## config.mk

```make
export PLATFORM = sky130hd
export DESIGN_NAME = utf8_sanitizer_flat
export DESIGN_NICKNAME = d
export VERILOG_FILES = /design/src/rtl/core/utf8s_pkg.sv /design/src/rtl/core/utf8s_in_if.sv /design/src/rtl/core/utf8s_out_if.sv /design/src/rtl/core/utf8s_front.sv /design/src/rtl/core/utf8s_queue.sv /design/src/rtl/core/utf8s_back.sv /design/src/rtl/core/utf8_sanitizer.sv /design/src/flat_wrapper.sv
export SDC_FILE = /design/constraint.sdc
export NUM_CORES = 1
export LEC_CHECK = 0
export BUFFER_PORTS_ARGS = -buffer_cell sky130_fd_sc_hd__buf_2
export CAP_MARGIN = 5
export CELL_PAD_IN_SITES_DETAIL_PLACEMENT = 1
export CELL_PAD_IN_SITES_GLOBAL_PLACEMENT = 1
export CORE_MARGIN = 3
export CORE_UTILIZATION = 48
export CTS_BUF_LIST = sky130_fd_sc_hd__clkbuf_8
export CTS_CLUSTER_DIAMETER = 150
export DETAILED_ROUTE_END_ITERATION = 8
export PLACE_DENSITY_LB_ADDON = 0.1
export SYNTH_ARGS = -nofsm -noshare
export SYNTH_HDL_FRONTEND = slang
export SYNTH_SLANG_ARGS = --single-unit
```

## constraint.sdc

```tcl
create_clock -name clk_i -period 4.9 [get_ports clk_i]
set_clock_uncertainty 0.05 [all_clocks]
set_input_delay 0.49 -clock clk_i [delete_from_list [all_inputs] [get_ports clk_i]]
set_output_delay 0.49 -clock clk_i [all_outputs]
set_load 0.01 [all_outputs]
```

## src/rtl/core/utf8s_pkg.sv

```systemverilog
// ----------------------------------------------------------------------------
// utf8s_pkg: shared types and constants of the UTF-8 sanitizer
// Byte classes, queue item, output item, back-end states and the code point
// limits used to check multi-byte sequences.
// ----------------------------------------------------------------------------
`default_nettype none

package utf8s_pkg;

  // Byte buffer of the back end: up to three held bytes plus one new byte
  localparam int unsigned BufDepth = 4;
  localparam int unsigned BufIdxW  = 2;

  // Queue between front and back, power-of-two depth so pointers wrap
  localparam int unsigned QueueDepth = 2;
  localparam int unsigned QueuePtrW  = 1;
  localparam int unsigned QueueCntW  = 2;

  // Code point width and limits
  localparam int unsigned CpW = 21;
  localparam logic [CpW-1:0] MaxCodePoint = 21'h10_FFFF;
  localparam logic [CpW-1:0] SurrLo       = 21'h00_D800;
  localparam logic [CpW-1:0] SurrHi       = 21'h00_DFFF;
  localparam logic [CpW-1:0] Min2         = 21'h00_0080;
  localparam logic [CpW-1:0] Min3         = 21'h00_0800;
  localparam logic [CpW-1:0] Min4         = 21'h01_0000;

  // Replacement character U+FFFD
  localparam logic [7:0] Repl0 = 8'hEF;
  localparam logic [7:0] Repl1 = 8'hBF;
  localparam logic [7:0] Repl2 = 8'hBD;

  // Bytes that never appear in well-formed output
  localparam logic [7:0] OverlongC0   = 8'hC0;
  localparam logic [7:0] OverlongC1   = 8'hC1;
  localparam logic [7:0] FirstBadLead = 8'hF5;

  // Byte class; the encoding equals the sequence length, zero when it cannot lead
  typedef enum logic [2:0] {
    CLS_BAD   = 3'd0,
    CLS_ASCII = 3'd1,
    CLS_LEAD2 = 3'd2,
    CLS_LEAD3 = 3'd3,
    CLS_LEAD4 = 3'd4
  } byte_cls_e;

  // Item in the queue between front and back
  typedef struct packed {
    logic [7:0] data;
    byte_cls_e  cls;
    logic       eot;
  } qitem_t;

  // One byte of the back-end buffer
  typedef struct packed {
    logic [7:0] data;
    byte_cls_e  cls;
  } held_t;

  // Output item
  typedef struct packed {
    logic [7:0] clean_byte;
    logic       run_last;
    logic       text_last;
  } out_item_t;

  // Back-end sequencer states
  typedef enum logic [0:0] {
    ST_DECIDE = 1'b0,
    ST_EMIT   = 1'b1
  } back_state_e;

endpackage

`default_nettype wire

```

## src/rtl/core/utf8s_in_if.sv

```systemverilog
// ----------------------------------------------------------------------------
// utf8s_in_if: raw byte channel
// Valid/ready channel carrying one text byte and its end-of-text flag.
// ----------------------------------------------------------------------------
`default_nettype none

interface utf8s_in_if;
  logic       valid;
  logic       ready;
  logic [7:0] data_byte;
  logic       end_of_text;

  modport source (output valid, output data_byte, output end_of_text, input ready);
  modport sink   (input valid, input data_byte, input end_of_text, output ready);
endinterface

`default_nettype wire

```

## src/rtl/core/utf8s_out_if.sv

```systemverilog
// ----------------------------------------------------------------------------
// utf8s_out_if: sanitized byte channel
// Valid/ready channel carrying one output byte and its last flags.
// ----------------------------------------------------------------------------
`default_nettype none

interface utf8s_out_if;
  logic       valid;
  logic       ready;
  logic [7:0] clean_byte;
  logic       run_last;
  logic       text_last;

  modport source (output valid, output clean_byte, output run_last, output text_last,
                  input ready);
  modport sink   (input valid, input clean_byte, input run_last, input text_last,
                  output ready);
endinterface

`default_nettype wire

```

## src/rtl/core/utf8s_front.sv

```systemverilog
// ----------------------------------------------------------------------------
// utf8s_front: input stage and byte classifier
// Registers each incoming item together with its UTF-8 byte class.
// ----------------------------------------------------------------------------
`default_nettype none

module utf8s_front (
  input  logic              clk_i,
  input  logic              rst_ni,
  input  logic              in_valid_i,
  output logic              in_ready_o,
  input  logic [7:0]        in_data_i,
  input  logic              in_eot_i,
  output logic              q_valid_o,
  input  logic              q_ready_i,
  output utf8s_pkg::qitem_t q_item_o
);
  import utf8s_pkg::*;

  logic      valid_q, valid_d;
  qitem_t    item_q;
  byte_cls_e cls_w;
  logic      take;

  // Byte class from the leading bit pattern
  always_comb begin
    if (in_data_i[7] == 1'b0) begin
      cls_w = CLS_ASCII;
    end else if (in_data_i[7:5] == 3'b110) begin
      cls_w = CLS_LEAD2;
    end else if (in_data_i[7:4] == 4'b1110) begin
      cls_w = CLS_LEAD3;
    end else if (in_data_i[7:3] == 5'b11110) begin
      cls_w = CLS_LEAD4;
    end else begin
      cls_w = CLS_BAD;
    end
  end

  // Single register stage; refills as the queue takes
  assign in_ready_o = !valid_q || q_ready_i;
  assign take       = in_valid_i && in_ready_o;

  always_comb begin
    valid_d = valid_q;
    if (take) begin
      valid_d = 1'b1;
    end else if (q_ready_i) begin
      valid_d = 1'b0;
    end
  end

  always_ff @(posedge clk_i or negedge rst_ni) begin
    if (!rst_ni) begin
      valid_q <= 1'b0;
    end else begin
      valid_q <= valid_d;
    end
  end

  always_ff @(posedge clk_i) begin
    if (take) begin
      item_q <= '{data: in_data_i, cls: cls_w, eot: in_eot_i};
    end
  end

  assign q_valid_o = valid_q;
  assign q_item_o  = item_q;

endmodule

`default_nettype wire

```

## src/rtl/core/utf8s_queue.sv

```systemverilog
// ----------------------------------------------------------------------------
// utf8s_queue: classified item queue
// Short FIFO that decouples the classifier from the sequencer.
// ----------------------------------------------------------------------------
`default_nettype none

module utf8s_queue (
  input  logic              clk_i,
  input  logic              rst_ni,
  input  logic              wr_valid_i,
  output logic              wr_ready_o,
  input  utf8s_pkg::qitem_t wr_item_i,
  output logic              rd_valid_o,
  input  logic              rd_ready_i,
  output utf8s_pkg::qitem_t rd_item_o
);
  import utf8s_pkg::*;

  qitem_t               mem_q [QueueDepth];
  logic [QueuePtrW-1:0] wr_ptr_q, wr_ptr_d;
  logic [QueuePtrW-1:0] rd_ptr_q, rd_ptr_d;
  logic [QueueCntW-1:0] cnt_q, cnt_d;
  logic                 push, pop;

  assign wr_ready_o = (cnt_q != QueueCntW'(QueueDepth));
  assign rd_valid_o = (cnt_q != '0);
  assign push       = wr_valid_i && wr_ready_o;
  assign pop        = rd_valid_o && rd_ready_i;
  assign rd_item_o  = mem_q[rd_ptr_q];

  // Pointer and fill count update
  always_comb begin
    wr_ptr_d = wr_ptr_q + (push ? QueuePtrW'(1) : '0);
    rd_ptr_d = rd_ptr_q + (pop ? QueuePtrW'(1) : '0);
    cnt_d    = cnt_q;
    if (push && !pop) begin
      cnt_d = cnt_q + QueueCntW'(1);
    end else if (pop && !push) begin
      cnt_d = cnt_q - QueueCntW'(1);
    end
  end

  always_ff @(posedge clk_i or negedge rst_ni) begin
    if (!rst_ni) begin
      wr_ptr_q <= '0;
      rd_ptr_q <= '0;
      cnt_q    <= '0;
    end else begin
      wr_ptr_q <= wr_ptr_d;
      rd_ptr_q <= rd_ptr_d;
      cnt_q    <= cnt_d;
    end
  end

  always_ff @(posedge clk_i) begin
    if (push) begin
      mem_q[wr_ptr_q] <= wr_item_i;
    end
  end

endmodule

`default_nettype wire

```

## src/rtl/core/utf8s_back.sv

```systemverilog
// ----------------------------------------------------------------------------
// utf8s_back: sequence checker and output sequencer
// Holds pending bytes, decides one sequence at the buffer head per step and
// streams the passed bytes or the replacement character into the output
// register, one byte a cycle while the output is not stalled.
// ----------------------------------------------------------------------------
`default_nettype none

module utf8s_back (
  input  logic                 clk_i,
  input  logic                 rst_ni,
  input  logic                 q_valid_i,
  output logic                 q_ready_o,
  input  utf8s_pkg::qitem_t    q_item_i,
  output logic                 out_valid_o,
  input  logic                 out_ready_i,
  output utf8s_pkg::out_item_t out_item_o
);
  import utf8s_pkg::*;

  // State
  back_state_e state_q, state_d;
  held_t       hold_q [BufDepth];
  held_t       hold_d [BufDepth];
  logic [2:0]  cnt_q, cnt_d;
  logic        active_q, active_d;
  logic        eot_q, eot_d;
  logic [7:0]  grp_q [BufDepth];
  logic [7:0]  grp_d [BufDepth];
  logic [2:0]  glen_q, glen_d;
  logic [BufIdxW-1:0] idx_q, idx_d;
  logic        glast_q, glast_d;
  out_item_t   out_q, out_d;
  logic        ovalid_q, ovalid_d;

  // Buffer view for this decision
  held_t       view [BufDepth];
  held_t       sview [BufDepth];
  logic [2:0]  vcnt;
  logic        veot;

  // Decision
  logic [2:0]     hlen;
  logic [CpW-1:0] cp;
  logic [CpW-1:0] cp_min;
  logic           cont_ok, range_ok;
  logic           wait_w, repl;
  logic [2:0]     glen, shift;
  logic [7:0]     gbytes [BufDepth];
  logic [2:0]     rem, nlen;
  logic           last;
  logic [2:0]     sidx;

  logic out_free, go, grp_end, emit;

  assign out_free  = !ovalid_q || out_ready_i;
  assign go        = (state_q == ST_DECIDE) && out_free && (active_q || q_valid_i);
  assign q_ready_o = (state_q == ST_DECIDE) && out_free && !active_q;
  assign grp_end   = ({1'b0, idx_q} == (glen_q - 3'd1));

  // Held bytes plus the queue head when a new step starts
  always_comb begin
    view = hold_q;
    vcnt = cnt_q;
    veot = eot_q;
    if (!active_q) begin
      view[cnt_q[BufIdxW-1:0]].data = q_item_i.data;
      view[cnt_q[BufIdxW-1:0]].cls  = q_item_i.cls;
      vcnt = cnt_q + 3'd1;
      veot = q_item_i.eot;
    end
  end

  // Code point and continuation check of the head sequence
  always_comb begin
    unique case (view[0].cls)
      CLS_LEAD2: begin
        cp      = {10'd0, view[0].data[4:0], view[1].data[5:0]};
        cont_ok = (view[1].data[7:6] == 2'b10);
        cp_min  = Min2;
      end
      CLS_LEAD3: begin
        cp      = {5'd0, view[0].data[3:0], view[1].data[5:0], view[2].data[5:0]};
        cont_ok = (view[1].data[7:6] == 2'b10) && (view[2].data[7:6] == 2'b10);
        cp_min  = Min3;
      end
      default: begin
        cp      = {view[0].data[2:0], view[1].data[5:0], view[2].data[5:0],
                   view[3].data[5:0]};
        cont_ok = (view[1].data[7:6] == 2'b10) && (view[2].data[7:6] == 2'b10) &&
                  (view[3].data[7:6] == 2'b10);
        cp_min  = Min4;
      end
    endcase
    range_ok = (cp >= cp_min) && (cp <= MaxCodePoint) &&
               !((cp >= SurrLo) && (cp <= SurrHi));
  end

  // Head decision: pass, replace or wait for more bytes
  always_comb begin
    hlen   = view[0].cls;
    wait_w = 1'b0;
    repl   = 1'b0;
    glen   = 3'd1;
    shift  = 3'd1;
    case (view[0].cls) inside
      CLS_ASCII: begin
        repl = 1'b0;
      end
      CLS_LEAD2, CLS_LEAD3, CLS_LEAD4: begin
        if (vcnt < hlen) begin
          if (veot) begin
            repl = 1'b1;
          end else begin
            wait_w = 1'b1;
          end
        end else if (cont_ok && range_ok) begin
          glen  = hlen;
          shift = hlen;
        end else begin
          repl = 1'b1;
        end
      end
      default: begin
        repl = 1'b1;
      end
    endcase

    for (int j = 0; j < BufDepth; j++) begin
      gbytes[j] = view[j].data;
    end
    if (repl) begin
      gbytes[0] = Repl0;
      gbytes[1] = Repl1;
      gbytes[2] = Repl2;
      glen      = 3'd3;
    end

    // Remaining bytes after this group; the group ends the step when they
    // are gone or the next lead must wait
    rem  = vcnt - shift;
    nlen = view[shift[BufIdxW-1:0]].cls;
    last = (rem == 3'd0) || (!veot && (nlen >= 3'd2) && (rem < nlen));

    for (int j = 0; j < BufDepth; j++) begin
      sidx     = 3'(j) + shift;
      sview[j] = view[sidx[BufIdxW-1:0]];
    end
  end

  // Next state
  always_comb begin
    state_d = state_q;
    unique case (state_q)
      ST_DECIDE: begin
        if (go && !wait_w && (glen != 3'd1)) begin
          state_d = ST_EMIT;
        end
      end
      ST_EMIT: begin
        if (out_free && grp_end) begin
          state_d = ST_DECIDE;
        end
      end
      default: begin
        state_d = ST_DECIDE;
      end
    endcase
  end

  // Buffer, group and output register updates
  always_comb begin
    hold_d   = hold_q;
    cnt_d    = cnt_q;
    active_d = active_q;
    eot_d    = eot_q;
    grp_d    = grp_q;
    glen_d   = glen_q;
    idx_d    = idx_q;
    glast_d  = glast_q;
    out_d    = out_q;
    emit     = 1'b0;
    unique case (state_q)
      ST_DECIDE: begin
        if (go) begin
          if (wait_w) begin
            hold_d   = view;
            cnt_d    = vcnt;
            active_d = 1'b0;
          end else begin
            emit             = 1'b1;
            out_d.clean_byte = gbytes[0];
            out_d.run_last   = last && (glen == 3'd1);
            out_d.text_last  = last && (glen == 3'd1) && veot;
            hold_d           = sview;
            cnt_d            = rem;
            eot_d            = veot;
            active_d         = !last;
            grp_d            = gbytes;
            glen_d           = glen;
            idx_d            = BufIdxW'(1);
            glast_d          = last;
          end
        end
      end
      ST_EMIT: begin
        if (out_free) begin
          emit             = 1'b1;
          out_d.clean_byte = grp_q[idx_q];
          out_d.run_last   = glast_q && grp_end;
          out_d.text_last  = glast_q && grp_end && eot_q;
          idx_d            = idx_q + BufIdxW'(1);
        end
      end
      default: begin
        emit = 1'b0;
      end
    endcase

    ovalid_d = ovalid_q;
    if (emit) begin
      ovalid_d = 1'b1;
    end else if (out_ready_i) begin
      ovalid_d = 1'b0;
    end
  end

  always_ff @(posedge clk_i or negedge rst_ni) begin
    if (!rst_ni) begin
      state_q  <= ST_DECIDE;
      cnt_q    <= 3'd0;
      active_q <= 1'b0;
      ovalid_q <= 1'b0;
    end else begin
      state_q  <= state_d;
      cnt_q    <= cnt_d;
      active_q <= active_d;
      ovalid_q <= ovalid_d;
    end
  end

  always_ff @(posedge clk_i) begin
    hold_q  <= hold_d;
    eot_q   <= eot_d;
    grp_q   <= grp_d;
    glen_q  <= glen_d;
    idx_q   <= idx_d;
    glast_q <= glast_d;
    out_q   <= out_d;
  end

  assign out_valid_o = ovalid_q;
  assign out_item_o  = out_q;

endmodule

`default_nettype wire

```

## src/rtl/core/utf8_sanitizer.sv

```systemverilog
// ----------------------------------------------------------------------------
// utf8_sanitizer: streaming UTF-8 validator with replacement
// Passes well-formed UTF-8 unchanged and puts EF BF BD in place of each bad
// lead byte, re-examining the bytes after it.
// ----------------------------------------------------------------------------
// A byte enters through a register stage that classifies it and a two-item
// queue, so input keeps flowing while the output sequencer works. The
// sequencer writes one output byte per cycle while its output is not
// stalled: an item causes one result byte for ASCII, three per replaced
// lead, the whole sequence on its final byte, up to twelve, and none when
// it only completes part of a sequence. run_last marks the last byte caused
// by an input byte; text_last marks the final byte of the text, after which
// nothing is held. The first output byte caused by an item passes the
// classifier register, the queue and the output register.
// ----------------------------------------------------------------------------
`default_nettype none

module utf8_sanitizer (
  input  logic               clk_i,
  input  logic               rst_ni,
  utf8s_in_if.sink           in_i,
  utf8s_out_if.source        out_o
);
  import utf8s_pkg::*;

  logic      fq_valid, fq_ready;
  qitem_t    fq_item;
  logic      qb_valid, qb_ready;
  qitem_t    qb_item;
  logic      out_valid;
  out_item_t out_item;

  utf8s_front u_front (
    .clk_i      (clk_i),
    .rst_ni     (rst_ni),
    .in_valid_i (in_i.valid),
    .in_ready_o (in_i.ready),
    .in_data_i  (in_i.data_byte),
    .in_eot_i   (in_i.end_of_text),
    .q_valid_o  (fq_valid),
    .q_ready_i  (fq_ready),
    .q_item_o   (fq_item)
  );

  utf8s_queue u_queue (
    .clk_i      (clk_i),
    .rst_ni     (rst_ni),
    .wr_valid_i (fq_valid),
    .wr_ready_o (fq_ready),
    .wr_item_i  (fq_item),
    .rd_valid_o (qb_valid),
    .rd_ready_i (qb_ready),
    .rd_item_o  (qb_item)
  );

  utf8s_back u_back (
    .clk_i       (clk_i),
    .rst_ni      (rst_ni),
    .q_valid_i   (qb_valid),
    .q_ready_o   (qb_ready),
    .q_item_i    (qb_item),
    .out_valid_o (out_valid),
    .out_ready_i (out_o.ready),
    .out_item_o  (out_item)
  );

  assign out_o.valid      = out_valid;
  assign out_o.clean_byte = out_item.clean_byte;
  assign out_o.run_last   = out_item.run_last;
  assign out_o.text_last  = out_item.text_last;

endmodule

`default_nettype wire

```

## src/flat_wrapper.sv

```systemverilog
// flat-port wrapper written by rule: the top's interface ports become plain ports
module utf8_sanitizer_flat import utf8s_pkg::*;
  (clk_i, rst_ni, in_i_valid, in_i_data_byte, in_i_end_of_text, in_i_ready, out_o_valid, out_o_clean_byte, out_o_run_last, out_o_text_last, out_o_ready);
  utf8s_in_if in_i_i ();
  utf8s_out_if out_o_i ();
  input  logic clk_i;
  input  logic rst_ni;
  input wire logic [$bits(in_i_i.valid)-1:0] in_i_valid;
  input wire logic [$bits(in_i_i.data_byte)-1:0] in_i_data_byte;
  input wire logic [$bits(in_i_i.end_of_text)-1:0] in_i_end_of_text;
  output wire logic [$bits(in_i_i.ready)-1:0] in_i_ready;
  output wire logic [$bits(out_o_i.valid)-1:0] out_o_valid;
  output wire logic [$bits(out_o_i.clean_byte)-1:0] out_o_clean_byte;
  output wire logic [$bits(out_o_i.run_last)-1:0] out_o_run_last;
  output wire logic [$bits(out_o_i.text_last)-1:0] out_o_text_last;
  input wire logic [$bits(out_o_i.ready)-1:0] out_o_ready;
  assign in_i_i.valid = in_i_valid;
  assign in_i_i.data_byte = in_i_data_byte;
  assign in_i_i.end_of_text = in_i_end_of_text;
  assign in_i_ready = in_i_i.ready;
  assign out_o_valid = out_o_i.valid;
  assign out_o_clean_byte = out_o_i.clean_byte;
  assign out_o_run_last = out_o_i.run_last;
  assign out_o_text_last = out_o_i.text_last;
  assign out_o_i.ready = out_o_ready;
  utf8_sanitizer u_core (.clk_i(clk_i), .rst_ni(rst_ni), .in_i(in_i_i), .out_o(out_o_i));
endmodule
```

==> impl_table.tex, run 1 <==
\begin{tabular}{lr}
\hline
Metric & Value \\
\hline
\multicolumn{2}{l}{\textbf{Layout}} \\
\quad Final-layout fill cell count & 1603 \\
\quad Number of nets in the final layout & 743 \\
\quad Area Overhead vs Synth & 13.8\% \\
\quad Design area & 8780 um\^{}2 \\
\quad Fraction of final layout cells sized beyond drive strength 1 & 0.246 \\
\quad Final standard cell count with taps included and fillers excluded & 939 \\
\quad \# diodes & 0 \\
\multicolumn{2}{l}{\textbf{Worst hold path}} \\
\quad Hold WC Path Type & input port to flip-flop \\
\multicolumn{2}{l}{\textbf{Floorplan}} \\
\quad Horiz. Die Dim & 133 um \\
\quad Top-Level Pins & 25 \\
\quad Row count & 45 \\
\quad Core Area & 15500 um\^{}2 \\
\quad Initial cell density of the core & 0.499 \\
\quad Die height & 133 um \\
\quad Overall die area & 17600 um\^{}2 \\
\multicolumn{2}{l}{\textbf{Clock tree}} \\
\quad CTS max path bufs & 2 \\
\quad Clock Latency Late Sink & 460 ps \\
\quad TritonCTS clock tree & yes \\
\quad Count of clock tree sinks & 140 \\
\quad Clock root cell & clkbuf\_8 \\
\quad H-tree level count & 4 \\
\quad CTS Buf Count & 17 \\
\quad Clock transition at the registers of the reported paths & 80 ps \\
\multicolumn{2}{l}{\textbf{STA}} \\
\quad Maximum frequency from static timing analysis & 210 MHz \\
\quad Pins over their slew limit & 0 \\
\quad Final critical-path setup slack & 143 ps \\
\quad Total Neg Setup Slack & 0 ps \\
\quad Final worst path period share & 0.971 \\
\quad Number of setup violations in the final report & 0 \\
\quad Max-Slew Margin vs Limit & 0.538 \\
\quad Slew at the pin closest to its max-slew limit & 693 ps \\
\quad Worst Hold Slack & 160 ps \\
\quad Min Clock Period, post-route & 4760 ps \\
\quad Final Hold Viols & 0 \\
\multicolumn{2}{l}{\textbf{Place}} \\
\quad Global placement routability congestion & 0.897 \\
\quad Detailed-placement wirelength estimate & 15.3 mm \\
\quad IO buf count & 24 \\
\quad Worst setup slack before clock tree synthesis & -66.0 ps \\
\quad Cells after DPL & 903 \\
\quad Post-placement cell area & 8330 um\^{}2 \\
\multicolumn{2}{l}{\textbf{Yosys}} \\
\quad Post-synth EDFFs & 129 \\
\quad Netlist area before placement & 7720 um\^{}2 \\
\quad Main synth FF type & edfxtp\_1 \\
\quad Cell count after synthesis & 656 \\
\quad Top post-synthesis cells by count & edfxtp\_1, nor2\_1, nand2\_1, mux2i\_1, a21oi\_1 \\
\quad Distinct cell type count after synthesis & 70 \\
\quad Net Count, Synth & 684 \\
\quad Number of storage elements in the synthesis netlist & 140 \\
\quad Library cell with the largest summed area after synthesis & edfxtp\_1 \\
\quad Most frequent cell after synthesis & edfxtp\_1 \\
\quad Sequential-to-total area share from yosys stat & 0.537 \\
\quad Ranking of synthesized cells by area & edfxtp\_1, mux2i\_1, dfrtp\_1 \\
\quad Synth top area share & 0.502 \\
\quad Post-synthesis average cell area & 11.8 um\^{}2 \\
\quad Yosys warns & 0 \\
\quad Post-synth ARST share & 0.0786 \\
\multicolumn{2}{l}{\textbf{Detailed routing}} \\
\quad Iteration-0 DRC Markers & 393 \\
\quad DRC Markers & 0 \\
\quad Vias per std cell & 6.08 \\
\quad Post-detailed-route count of antenna-violating nets & 0 \\
\quad Routed wire length per instance & 22.3 um \\
\quad Vias & 5708 \\
\quad Number of detailed-route iterations in the first pass & 5 \\
\quad Wire length reported by the detailed router & 21.0 mm \\
\multicolumn{2}{l}{\textbf{Global route}} \\
\quad Antenna violations before repair & 0 \\
\quad Global-route wire length before repair & 33.0 mm \\
\quad GR Util All Layers & 0.243 \\
\quad Sum of overflow across all layers after global routing & 0 \\
\quad Pin count of the biggest net entering global routing & 46 \\
\quad Vias in the first global route & 5862 \\
\multicolumn{2}{l}{\textbf{Run status}} \\
\quad Status & completed \\
\multicolumn{2}{l}{\textbf{Power}} \\
\quad Switching Power & 674 uW \\
\quad Leakage power figure & 0.00287 uW \\
\quad Areal power density over the cells & 293 nW/um\^{}2 \\
\quad Peak supply drop & 0.219 mV \\
\quad Clock share of power & 0.350 \\
\quad Proportion of power drawn by combinational gates & 0.081 \\
\quad Sequential Power Share & 0.568 \\
\quad Internal power & 1900 uW \\
\quad Share of total power consumed by net switching & 0.262 \\
\multicolumn{2}{l}{\textbf{Setup path}} \\
\quad Worst-case register-to-register setup slack & 140 ps \\
\quad Arrival time of data at the critical path endpoint & 4920 ps \\
\quad Worst endpoint required time & 5060 ps \\
\quad Critical path class & flip-flop to flip-flop \\
\quad Crit path max fanout & 5 \\
\quad Element type at the critical path end & flip-flop \\
\quad CP startpoint kind & flip-flop \\
\multicolumn{2}{l}{\textbf{Flow run}} \\
\quad Number of max-cap violations & 0 \\
\hline
\end{tabular}
[power groups by stage]
stage / combinational, uW / sequential, uW / clock, uW
after floorplan: 140 / 1470 / 0
after global placement: 200 / 1480 / 0
final: 209 / 1460 / 901
after detailed placement: 212 / 1490 / 0
after CTS: 214 / 1460 / 922
after global routing: 230 / 1470 / 966
[metrics by stage]
step	utilization	power, uW
6_report	0.567	2570
3_3_place_gp	0.538	1680
5_1_grt	0.567	2670
3_5_place_dp	0.538	1700
2_1_floorplan	-	1610
4_1_cts	0.562	2600
[timing repair]
action                                  CTS  global route
hold buffers                              1             0
endpoints found under the setup margin    3             3
setup buffers                             0             3
gates resized for setup                   1            12
endpoints found under the hold margin    11             0
pin swaps                                 0             2
[placed cells by master (no fill, tap or decap), types with 4 or more instances in the layout]
cell type and n:
a221oi_1 17, mux4_2 8, o22ai_1 8, buf_4 51, mux2i_1 44, ha_1 11, o21ai_1 8, xnor2_1 4
o21ai_0 19, nor3_1 16, nand2_1 52, clkbuf_8 17, nand3_1 11, a21oi_1 35, inv_2 5, nand2b_1 10
mux2_2 23, nor2_1 65, xor2_1 6, nand4_1 4, inv_6 7, dfrtp_1 10, nor2b_1 4, and2_1 11
inv_1 18, a211oi_1 14, mux2_4 8, and3_1 4, edfxtp_1 129, buf_2 24
[cell type report]
class / count / area, um^2 / share of cell area
clock buffer: 17 / 234 / 0.0266
clock inverter: 15 / 135 / 0.0154
inverter: 25 / 101 / 0.0115
multi-input combinational: 453 / 3360 / 0.382
sequential: 140 / 4150 / 0.472
tap: 211 / 264 / 0.0301
timing repair buffer: 78 / 544 / 0.0620
[worst max-delay path, cell delays in order (launching register included)]
cell      delay, ps
dfrtp_1         410
inv_2           100
ha_4            140
nand2b_4         80
mux2_4          320
or4_4           560
o21ai_2          80
ha_1            240
o31a_1          130
or4b_4          520
buf_4           160
and3_4          150
inv_4            70
ha_4            120
fa_2            200
xnor2_2          80
xnor2_2         270
inv_2            80
ha_4            270
nand2_1          50
a31o_1          210
o211ai_2        180
nand2_1          60
[metal layers]
layer	vias up	track usage	wire, um
li1	2613	-	-
met1	2906	0.335	9500
met2	158	0.396	10200
met3	31	0.0338	838
met4	0	0.0855	399
met5	-	0	0
[registers in the layout, indices dropped and copies added, names as in the netlist, 2 cells and up]
register	count
u_core.u_back.out_item_o	10
u_core.u_queue.mem_q	24
u_core.u_back.glen_q	3
u_core.u_back.cnt_q	3
u_core.u_queue.cnt_q	2
u_core.u_back.hold_q	44
u_core.u_front.q_item_o	12
u_core.u_back.grp_q	32
u_core.u_back.idx_q	2
[logic make-up after synthesis]
kind of cell	after synthesis	share of synthesized area
AO/OA/AOI/OAI	144	0.132
XOR/XNOR	12	0.0136
adder cells (fa/ha/maj)	15	0.0253
buffers and inverters	63	0.0400
flip-flops	140	0.537
multiplexers	86	0.134
AND/OR/NAND/NOR	196	0.118
[final timing paths]
path / start / to / depth (start not counted)
max in group asynchronous: rst_ni / u_core.u_queue.rd_ptr_q / 2
min in group asynchronous: rst_ni / u_core.u_queue.wr_ptr_q / 2
hold reg to reg: u_core.u_front.q_item_o[9] / u_core.u_queue.mem_q[1][9] / 0
setup reg to reg: u_core.u_back.cnt_q[0] / u_core.u_back.glast_q / 22
hold / removal: in_i_data_byte[1] / u_core.u_front.q_item_o[5] / 1
setup / recovery: u_core.u_back.cnt_q[0] / u_core.u_back.glast_q / 22
(Power assumes the default switching activity.)
==> run 2: changes to the inputs <==
- CORE_UTILIZATION: 48 -> 53
- CTS_CLUSTER_SIZE: not set -> 12
- clock period: 4.9 -> 4.84 ns (I/O delays scaled with it)
==> impl_table.tex, run 2 (same netlist as run 1, synthesis figures left out) <==
\begin{tabular}{lr}
\hline
Metric & Value \\
\hline
\multicolumn{2}{l}{\textbf{Layout}} \\
\quad Highest-count cells in the layout ignoring fill and taps & edfxtp\_1, nor2\_1, nand2\_1, buf\_4, mux2i\_1 (unchanged) \\
\quad \# diodes & 0 (unchanged) \\
\quad Area Overhead vs Synth & 13.5\% (was 13.8\%) \\
\quad Final core utilization & 0.624 (was 0.567) \\
\quad Flip-flop count of the largest register after layout & 44 (unchanged) \\
\quad Number of nets in the final layout & 741 (was 743) \\
\quad Top Registers & u\_core.u\_back.hold\_q: 44 flops, u\_core.u\_back.grp\_q: 32 flops, u\_core.u\_queue.mem\_q: 24 flops (unchanged) \\
\quad Commonest non-fill, non-tap cell in the layout & edfxtp\_1 (unchanged) \\
\quad Storage cell area & 4150 um\^{}2 (unchanged) \\
\quad Fraction of final layout cells sized beyond drive strength 1 & 0.248 (was 0.246) \\
\quad Register containing the most flip-flops in the final layout & u\_core.u\_back.hold\_q (unchanged) \\
\quad Final-layout fill cell count & 1426 (was 1603) \\
\quad Area used by multi-input combinational logic & 3360 um\^{}2 (about the same) \\
\multicolumn{2}{l}{\textbf{Setup path}} \\
\quad Element type at the critical path end & flip-flop (unchanged) \\
\quad Reg2Reg Capture Point & u\_core.u\_back.active\_q (was u\_core.u\_back.glast\_q) \\
\quad CP startpoint kind & flip-flop (unchanged) \\
\quad Arrival time of data at the critical path endpoint & 4950 ps (was 4920 ps) \\
\quad Launching point of the worst reg2reg path & u\_core.u\_back.cnt\_q[0] (unchanged) \\
\quad Critical path class & flip-flop to flip-flop (unchanged) \\
\quad Worst Reg-to-Reg Cells & 22 (unchanged) \\
\quad Worst-case register-to-register setup slack & 180 ps (was 140 ps) \\
\quad Crit path max fanout & 5 (unchanged) \\
\quad Worst endpoint required time & 5140 ps (was 5060 ps) \\
\multicolumn{2}{l}{\textbf{Power}} \\
\quad Switching Power & 670 uW (was 674 uW) \\
\quad Leakage power figure & 0.00287 uW (about the same) \\
\quad Sequential Power Share & 0.552 (was 0.568) \\
\quad Clock share of power & 0.367 (was 0.350) \\
\quad Areal power density over the cells & 306 nW/um\^{}2 (was 293 nW/um\^{}2) \\
\quad Internal power & 2020 uW (was 1900 uW) \\
\quad Proportion of power drawn by combinational gates & 0.081 (about the same) \\
\quad Peak supply drop & 0.301 mV (was 0.219 mV) \\
\quad Share of total power consumed by net switching & 0.249 (was 0.262) \\
\quad Total power consumption of the routed design & 2690 uW (was 2570 uW) \\
\multicolumn{2}{l}{\textbf{Place}} \\
\quad IO buf count & 24 (unchanged) \\
\quad Worst setup slack before clock tree synthesis & -28.4 ps (was -66.0 ps) \\
\quad Detailed-placement wirelength estimate & 15.8 mm (was 15.3 mm) \\
\quad Global placement routability congestion & 0.971 (was 0.897) \\
\multicolumn{2}{l}{\textbf{Clock tree}} \\
\quad CTS max path bufs & 2 (unchanged) \\
\quad TritonCTS clock tree & yes (unchanged) \\
\quad CTS Buf Count & 17 (unchanged) \\
\quad Clock transition at the registers of the reported paths & 80 ps (about the same) \\
\quad Clock root cell & clkbuf\_8 (unchanged) \\
\quad H-tree level count & 4 (unchanged) \\
\quad Clock Latency Late Sink & 450 ps (was 460 ps) \\
\quad Count of clock tree sinks & 140 (unchanged) \\
\multicolumn{2}{l}{\textbf{STA}} \\
\quad Final worst path period share & 0.962 (was 0.971) \\
\quad Slew at the pin closest to its max-slew limit & 803 ps (was 693 ps) \\
\quad Pins over their slew limit & 0 (unchanged) \\
\quad Final Hold Viols & 0 (unchanged) \\
\quad Maximum frequency from static timing analysis & 215 MHz (was 210 MHz) \\
\quad Final critical-path setup slack & 184 ps (was 143 ps) \\
\quad Min Clock Period, post-route & 4660 ps (was 4760 ps) \\
\quad Max-Slew Margin vs Limit & 0.465 (was 0.538) \\
\quad Number of setup violations in the final report & 0 (unchanged) \\
\multicolumn{2}{l}{\textbf{Floorplan}} \\
\quad Horiz. Die Dim & 127 um (was 133 um) \\
\quad Top-Level Pins & 25 (unchanged) \\
\quad Initial cell density of the core & 0.550 (was 0.499) \\
\quad Row count & 43 (was 45) \\
\quad Overall die area & 16100 um\^{}2 (was 17600 um\^{}2) \\
\quad Core Area & 14000 um\^{}2 (was 15500 um\^{}2) \\
\quad Die height & 127 um (was 133 um) \\
\multicolumn{2}{l}{\textbf{Detailed routing}} \\
\quad Wire length reported by the detailed router & 22.4 mm (was 21.0 mm) \\
\quad DRC Markers & 0 (unchanged) \\
\quad Vias & 5851 (was 5708) \\
\quad Routed wire length per instance & 24.7 um (was 22.3 um) \\
\quad Post-detailed-route count of antenna-violating nets & 0 (unchanged) \\
\quad Number of detailed-route iterations in the first pass & 6 (was 5) \\
\quad Iteration-0 DRC Markers & 553 (was 393) \\
\quad Vias per std cell & 6.47 (was 6.08) \\
\multicolumn{2}{l}{\textbf{Worst hold path}} \\
\quad Hold WC Path Type & input port to flip-flop (unchanged) \\
\quad Endpoint, Worst Hold & u\_core.u\_front.q\_item\_o[0] (was u\_core.u\_front.q\_item\_o[5]) \\
\quad Cell count of the worst hold path & 1 (unchanged) \\
\quad Hold Path Origin & in\_i\_end\_of\_text (was in\_i\_data\_byte[1]) \\
\multicolumn{2}{l}{\textbf{Global route}} \\
\quad GR Util All Layers & 0.286 (was 0.243) \\
\quad Antenna violations before repair & 0 (unchanged) \\
\quad Pin count of the biggest net entering global routing & 46 (unchanged) \\
\quad Vias in the first global route & 6165 (was 5862) \\
\quad Sum of overflow across all layers after global routing & 0 (unchanged) \\
\quad Global-route wire length before repair & 35.1 mm (was 33.0 mm) \\
\multicolumn{2}{l}{\textbf{Flow run}} \\
\quad Number of max-cap violations & 0 (unchanged) \\
\multicolumn{2}{l}{\textbf{Run status}} \\
\quad Status & completed (unchanged) \\
\hline
\end{tabular}
## run 2: changes by cell type in the layout (fill, tap and decap cells not counted), moves of 2 or more
| cell | change |
|---|---|
| inv_6 | -5 |
| bufinv_16 | +2 |
| clkinv_1 | -2 |
| clkinv_4 | +2 |
| nand3_1 | -2 |
| nand3_2 | +2 |
| nor2_2 | -2 |
## run 2: routing by layer
layer	global-route usage	share of wire	vias to the layer above
met2	0.469	0.49	234
met3	0.0501	0.060	43
li1	-	-	2605
met4	0.0959	0.019	0
met1	0.389	0.43	2969
met5	0	0	-
## run 2: cell type report
class,count,share of cell area
inverters,25,0.0118
multi-input cells,453,0.384
flip-flops and latches,140,0.474
clock buffers,17,0.0267
well taps,180,0.0257
repair buffers,76,0.0590
clock inverters,14,0.0196
## run 2: worst max-delay path by stage
| stage | cells past startpoint | to | slack [ps] | from |
|---|---|---|---|---|
| after floorplan | 24 | u_core.u_back.glast_q | -60 | u_core.u_back.cnt_q[0] |
| after global placement | 20 | u_core.u_back.glast_q | 140 | u_core.u_back.cnt_q[0] |
| after detailed placement | 20 | u_core.u_back.glast_q | -30 | u_core.u_back.cnt_q[0] |
| after CTS | 18 | u_core.u_back.glast_q | 60 | u_core.u_queue.rd_ptr_q |
| after global routing | 21 | u_core.u_back.active_q | -9 | u_core.u_back.cnt_q[0] |
| final | 22 | u_core.u_back.active_q | 180 | u_core.u_back.cnt_q[0] |
## run 2: what timing repair did
item	CTS	global route
gates resized for setup	1	16
hold buffers	1	0
endpoints found under the setup margin	2	3
cloned	0	0
pin swaps	0	6
setup buffers	0	4
endpoints found under the hold margin	11	0
## run 2: through the flow
| stage | instance area (um^2) | setup TNS [ps] | instances | hold WS (ps) |
|---|---|---|---|---|
| after floorplan | 7790 | -102 | 656 | 138 |
| after global placement | 8270 | 0 | 869 | 330 |
| after detailed placement | 8270 | -44.8 | 869 | 348 |
| after CTS | 8680 | 0 | 901 | 138 |
| after global routing | 8760 | -8.85 | 905 | 130 |
| final | 8760 | 0 | 905 | 161 |
## run 2: power by group through the flow
stage	Combinational (uW)	Clock (uW)	Sequential (uW)
after floorplan	142	0	1490
after global placement	202	0	1500
after detailed placement	216	0	1510
after CTS	219	1000	1480
after global routing	241	1060	1490
final	218	986	1480
## run 2: critical path, cell delays in order (launching register included)
cell,delay (ps)
dfrtp_1,400
inv_2,70
ha_4,160
nand2b_4,110
mux2_4,310
or4_4,540
o21ai_2,70
ha_1,240
o31a_1,120
or4b_4,580
and3_4,190
inv_4,70
ha_4,140
fa_2,230
xnor2_2,130
xnor2_2,140
inv_1,60
ha_1,310
a21oi_1,130
nand2_1,80
inv_2,70
o211ai_2,90
a32o_2,260
==> run 3: changes to the inputs <==
- REMOVE_ABC_BUFFERS: not set -> 1
- SYNTH_HIERARCHICAL: not set -> 1
==> impl_table.tex, run 3 <==
\begin{tabular}{lr}
\hline
Metric & Value \\
\hline
\multicolumn{2}{l}{\textbf{Run status}} \\
\quad Status & completed (unchanged) \\
\multicolumn{2}{l}{\textbf{Detailed routing}} \\
\quad Vias & 6855 (was 5851) \\
\quad Iteration-0 DRC Markers & 803 (was 553) \\
\quad Post-detailed-route count of antenna-violating nets & 0 (unchanged) \\
\quad Wire length reported by the detailed router & 27.0 mm (was 22.4 mm) \\
\quad DRC Markers & 0 (unchanged) \\
\quad Routed wire length per instance & 26.7 um (was 24.7 um) \\
\quad Number of detailed-route iterations in the first pass & 5 (was 6) \\
\quad Vias per std cell & 6.77 (was 6.47) \\
\multicolumn{2}{l}{\textbf{Floorplan}} \\
\quad Initial cell density of the core & 0.555 (was 0.550) \\
\quad Die height & 131 um (was 127 um) \\
\quad Top-Level Pins & 25 (unchanged) \\
\quad Horiz. Die Dim & 131 um (was 127 um) \\
\quad Row count & 44 (was 43) \\
\quad Overall die area & 17100 um\^{}2 (was 16100 um\^{}2) \\
\quad Core Area & 14900 um\^{}2 (was 14000 um\^{}2) \\
\multicolumn{2}{l}{\textbf{Setup path}} \\
\quad Arrival time of data at the critical path endpoint & 4980 ps (was 4950 ps) \\
\quad Crit path max fanout & 23 (was 5) \\
\quad Worst endpoint required time & 5140 ps (about the same) \\
\quad Worst-case register-to-register setup slack & 160 ps (was 180 ps) \\
\quad Critical path class & flip-flop to flip-flop (unchanged) \\
\quad Launching point of the worst reg2reg path & u\_core/u\_back/cnt\_q[0] (was u\_core.u\_back.cnt\_q[0]) \\
\quad Reg2Reg Capture Point & u\_core/u\_back/active\_q (was u\_core.u\_back.active\_q) \\
\quad CP startpoint kind & flip-flop (unchanged) \\
\quad Worst Reg-to-Reg Cells & 22 (unchanged) \\
\quad Element type at the critical path end & flip-flop (unchanged) \\
\multicolumn{2}{l}{\textbf{STA}} \\
\quad Max-Slew Margin vs Limit & 0.233 (was 0.465) \\
\quad Pins over their slew limit & 0 (unchanged) \\
\quad Min Clock Period, post-route & 4680 ps (was 4660 ps) \\
\quad Number of setup violations in the final report & 0 (unchanged) \\
\quad Final Hold Viols & 0 (unchanged) \\
\quad Maximum frequency from static timing analysis & 214 MHz (was 215 MHz) \\
\quad Worst Hold Slack & 140 ps (was 161 ps) \\
\quad Slew at the pin closest to its max-slew limit & 1150 ps (was 803 ps) \\
\quad Final worst path period share & 0.967 (was 0.962) \\
\multicolumn{2}{l}{\textbf{Layout}} \\
\quad Fraction of final layout cells sized beyond drive strength 1 & 0.236 (was 0.248) \\
\quad Highest-count cells in the layout ignoring fill and taps & edfxtp\_1, nand2\_1, buf\_4, nor2\_1, o21ai\_0 (was edfxtp\_1, nor2\_1, nand2\_1, buf\_4, mux2i\_1) \\
\quad Flip-flop count of the largest register after layout & 44 (unchanged) \\
\quad Area Overhead vs Synth & 13.9\% (was 13.5\%) \\
\quad Register containing the most flip-flops in the final layout & u\_core/u\_back/hold\_q (was u\_core.u\_back.hold\_q) \\
\quad Top Registers & u\_core/u\_back/hold\_q: 44 flops, u\_core/u\_back/grp\_q: 32 flops, u\_core/u\_queue/mem\_q: 24 flops (was u\_core.u\_back.hold\_q: 44 flops, u\_core.u\_back.grp\_q: 32 flops, u\_core.u\_queue.mem\_q: 24 flops) \\
\quad Final standard cell count with taps included and fillers excluded & 1013 (was 905) \\
\quad Commonest non-fill, non-tap cell in the layout & edfxtp\_1 (unchanged) \\
\quad Final core utilization & 0.631 (was 0.624) \\
\quad Design area & 9390 um\^{}2 (was 8760 um\^{}2) \\
\quad \# diodes & 0 (unchanged) \\
\quad Number of nets in the final layout & 844 (was 741) \\
\multicolumn{2}{l}{\textbf{Clock tree}} \\
\quad Count of clock tree sinks & 140 (unchanged) \\
\quad CTS max path bufs & 2 (unchanged) \\
\quad Clock root cell & clkbuf\_8 (unchanged) \\
\quad Clock transition at the registers of the reported paths & 80 ps (about the same) \\
\quad Clock Latency Late Sink & 470 ps (was 450 ps) \\
\quad TritonCTS clock tree & yes (unchanged) \\
\quad CTS Buf Count & 17 (unchanged) \\
\quad H-tree level count & 4 (unchanged) \\
\multicolumn{2}{l}{\textbf{Global route}} \\
\quad Antenna violations before repair & 0 (unchanged) \\
\quad GR Util All Layers & 0.328 (was 0.286) \\
\quad Sum of overflow across all layers after global routing & 0 (unchanged) \\
\quad Pin count of the biggest net entering global routing & 49 (was 46) \\
\quad Global-route wire length before repair & 41.7 mm (was 35.1 mm) \\
\quad Vias in the first global route & 7050 (was 6165) \\
\multicolumn{2}{l}{\textbf{Yosys}} \\
\quad Synth top area share & 0.470 (was 0.502) \\
\quad Post-synth EDFFs & 129 (unchanged) \\
\quad Library cell with the largest summed area after synthesis & edfxtp\_1 (unchanged) \\
\quad Most frequent cell after synthesis & edfxtp\_1 (unchanged) \\
\quad Number of storage elements in the synthesis netlist & 140 (unchanged) \\
\quad Main synth FF type & edfxtp\_1 (unchanged) \\
\quad Yosys warns & 6 (was 0) \\
\quad Ranking of synthesized cells by area & edfxtp\_1, mux2i\_1, nand2\_1 (was edfxtp\_1, mux2i\_1, dfrtp\_1) \\
\quad Top post-synthesis cells by count & edfxtp\_1, nand2\_1, nor2\_1, o21ai\_0, mux2i\_1 (was edfxtp\_1, nor2\_1, nand2\_1, mux2i\_1, a21oi\_1) \\
\quad Sequential-to-total area share from yosys stat & 0.503 (was 0.537) \\
\quad Post-synth ARST share & 0.0786 (unchanged) \\
\quad Netlist area before placement & 8240 um\^{}2 (was 7720 um\^{}2) \\
\quad Post-synthesis average cell area & 11.0 um\^{}2 (was 11.8 um\^{}2) \\
\quad Cell count after synthesis & 750 (was 656) \\
\quad Distinct cell type count after synthesis & 75 (was 70) \\
\multicolumn{2}{l}{\textbf{Worst hold path}} \\
\quad Hold Path Origin & in\_i\_data\_byte[0] (was in\_i\_end\_of\_text) \\
\quad Endpoint, Worst Hold & u\_core/u\_front/q\_item\_o[4] (was u\_core.u\_front.q\_item\_o[0]) \\
\quad Hold WC Path Type & input port to flip-flop (unchanged) \\
\quad Cell count of the worst hold path & 1 (unchanged) \\
\multicolumn{2}{l}{\textbf{Flow run}} \\
\quad Number of max-cap violations & 0 (unchanged) \\
\multicolumn{2}{l}{\textbf{Place}} \\
\quad Cells after DPL & 975 (was 869) \\
\quad Detailed-placement wirelength estimate & 18.7 mm (was 15.8 mm) \\
\quad Global placement routability congestion & 0.919 (was 0.971) \\
\quad IO buf count & 24 (unchanged) \\
\quad Post-placement cell area & 8860 um\^{}2 (was 8270 um\^{}2) \\
\hline
\end{tabular}
-- run 3: cell count changes after synthesis, sizes merged, moves of 6 or more --
cell,delta
a211oi,-11
clkbuf,+7
a221oi,-14
and2,-6
o22ai,+7
a21oi,-6
a31oi,+17
o21ai,+26
a22oi,+6
nand2,+45
o221ai,+12
-- run 3: timing repair --
item / 4_1_cts / 5_1_grt
setup endpoints to repair: 3 / 3
hold buffers: 1 / 0
setup buffers: 4 / 2
cloned: 0 / 0
endpoints found under the hold margin: 11 / 0
pin swaps: 5 / 5
resized for setup: 7 / 18
-- run 3: how the worst max path moves through the flow --
stage / slack, ps / start / to
floorplan: -1980 / u_core/u_back/cnt_q[0] / u_core/u_back/active_q
global placement: 80 / u_core/u_queue/rd_ptr_q / u_core/u_back/active_q
detailed placement: -260 / u_core/u_back/cnt_q[0] / u_core/u_back/out_item_o[1]
CTS: 80 / u_core/u_queue/rd_ptr_q / u_core/u_back/active_q
global route: -90 / u_core/u_back/cnt_q[0] / u_core/u_back/active_q
finish: 160 / u_core/u_back/cnt_q[0] / u_core/u_back/active_q
-- run 3: critical path, cell delays in order, from the launching register on --
cell and delay, ps:
dfrtp_1 400, inv_1 130, ha_1 250, nand2b_4 120, buf_12 180, mux2_4 320
o22ai_1 140, ha_1 170, o21ai_0 110, o21ai_1 280, buf_4 170, buf_4 100
nand2_1 60, or3_4 340, inv_2 110, buf_12 200, o2bb2ai_1 220, inv_1 140
ha_1 310, nor2b_1 130, o21ai_0 180, o2111ai_2 180, a32o_1 280
-- run 3: kinds of logic (layout without fill, tap and decap cells) --
logic type,after synthesis,in the layout,synth area share
AND/OR/NAND/NOR,232,232,0.134
AO/OA/AOI/OAI,193,193,0.159
flip-flops,140,140,0.503
multiplexers,86,86,0.123
buffers and inverters,70,149,0.0408
adder cells (fa/ha/maj),15,15,0.0237
XOR/XNOR,14,14,0.0165
-- run 3: metal layers --
metal	wire, um	track usage	vias up
met1	11000	0.433	3465
met4	765	0.125	0
met3	2020	0.0581	57
met2	13200	0.541	358
li1	-	-	2975
met5	0	0	-
-- run 3: metrics by stage --
step | TNS, ps | setup slack, ps
after floorplan | -123850 | -1980
after global placement | 0 | 77.6
after detailed placement | -710 | -260
after CTS | 0 | 76.1
after global routing | -167 | -86.1
final | 0 | 159
-- run 3: cell type report --
cell class / instances / area [um^2]
fillers: 1578 / 5480
clock inverters: 15 / 150
well taps: 184 / 230
clock buffers: 17 / 234
inverters: 25 / 93.8
repair buffers: 92 / 671
flip-flops and latches: 140 / 4150
multi-input cells: 540 / 3860
Power of run 3 is left out: the tool's default activity adds up to more than one toggle a clock period on the data nets, which glitch-free logic cannot reach.
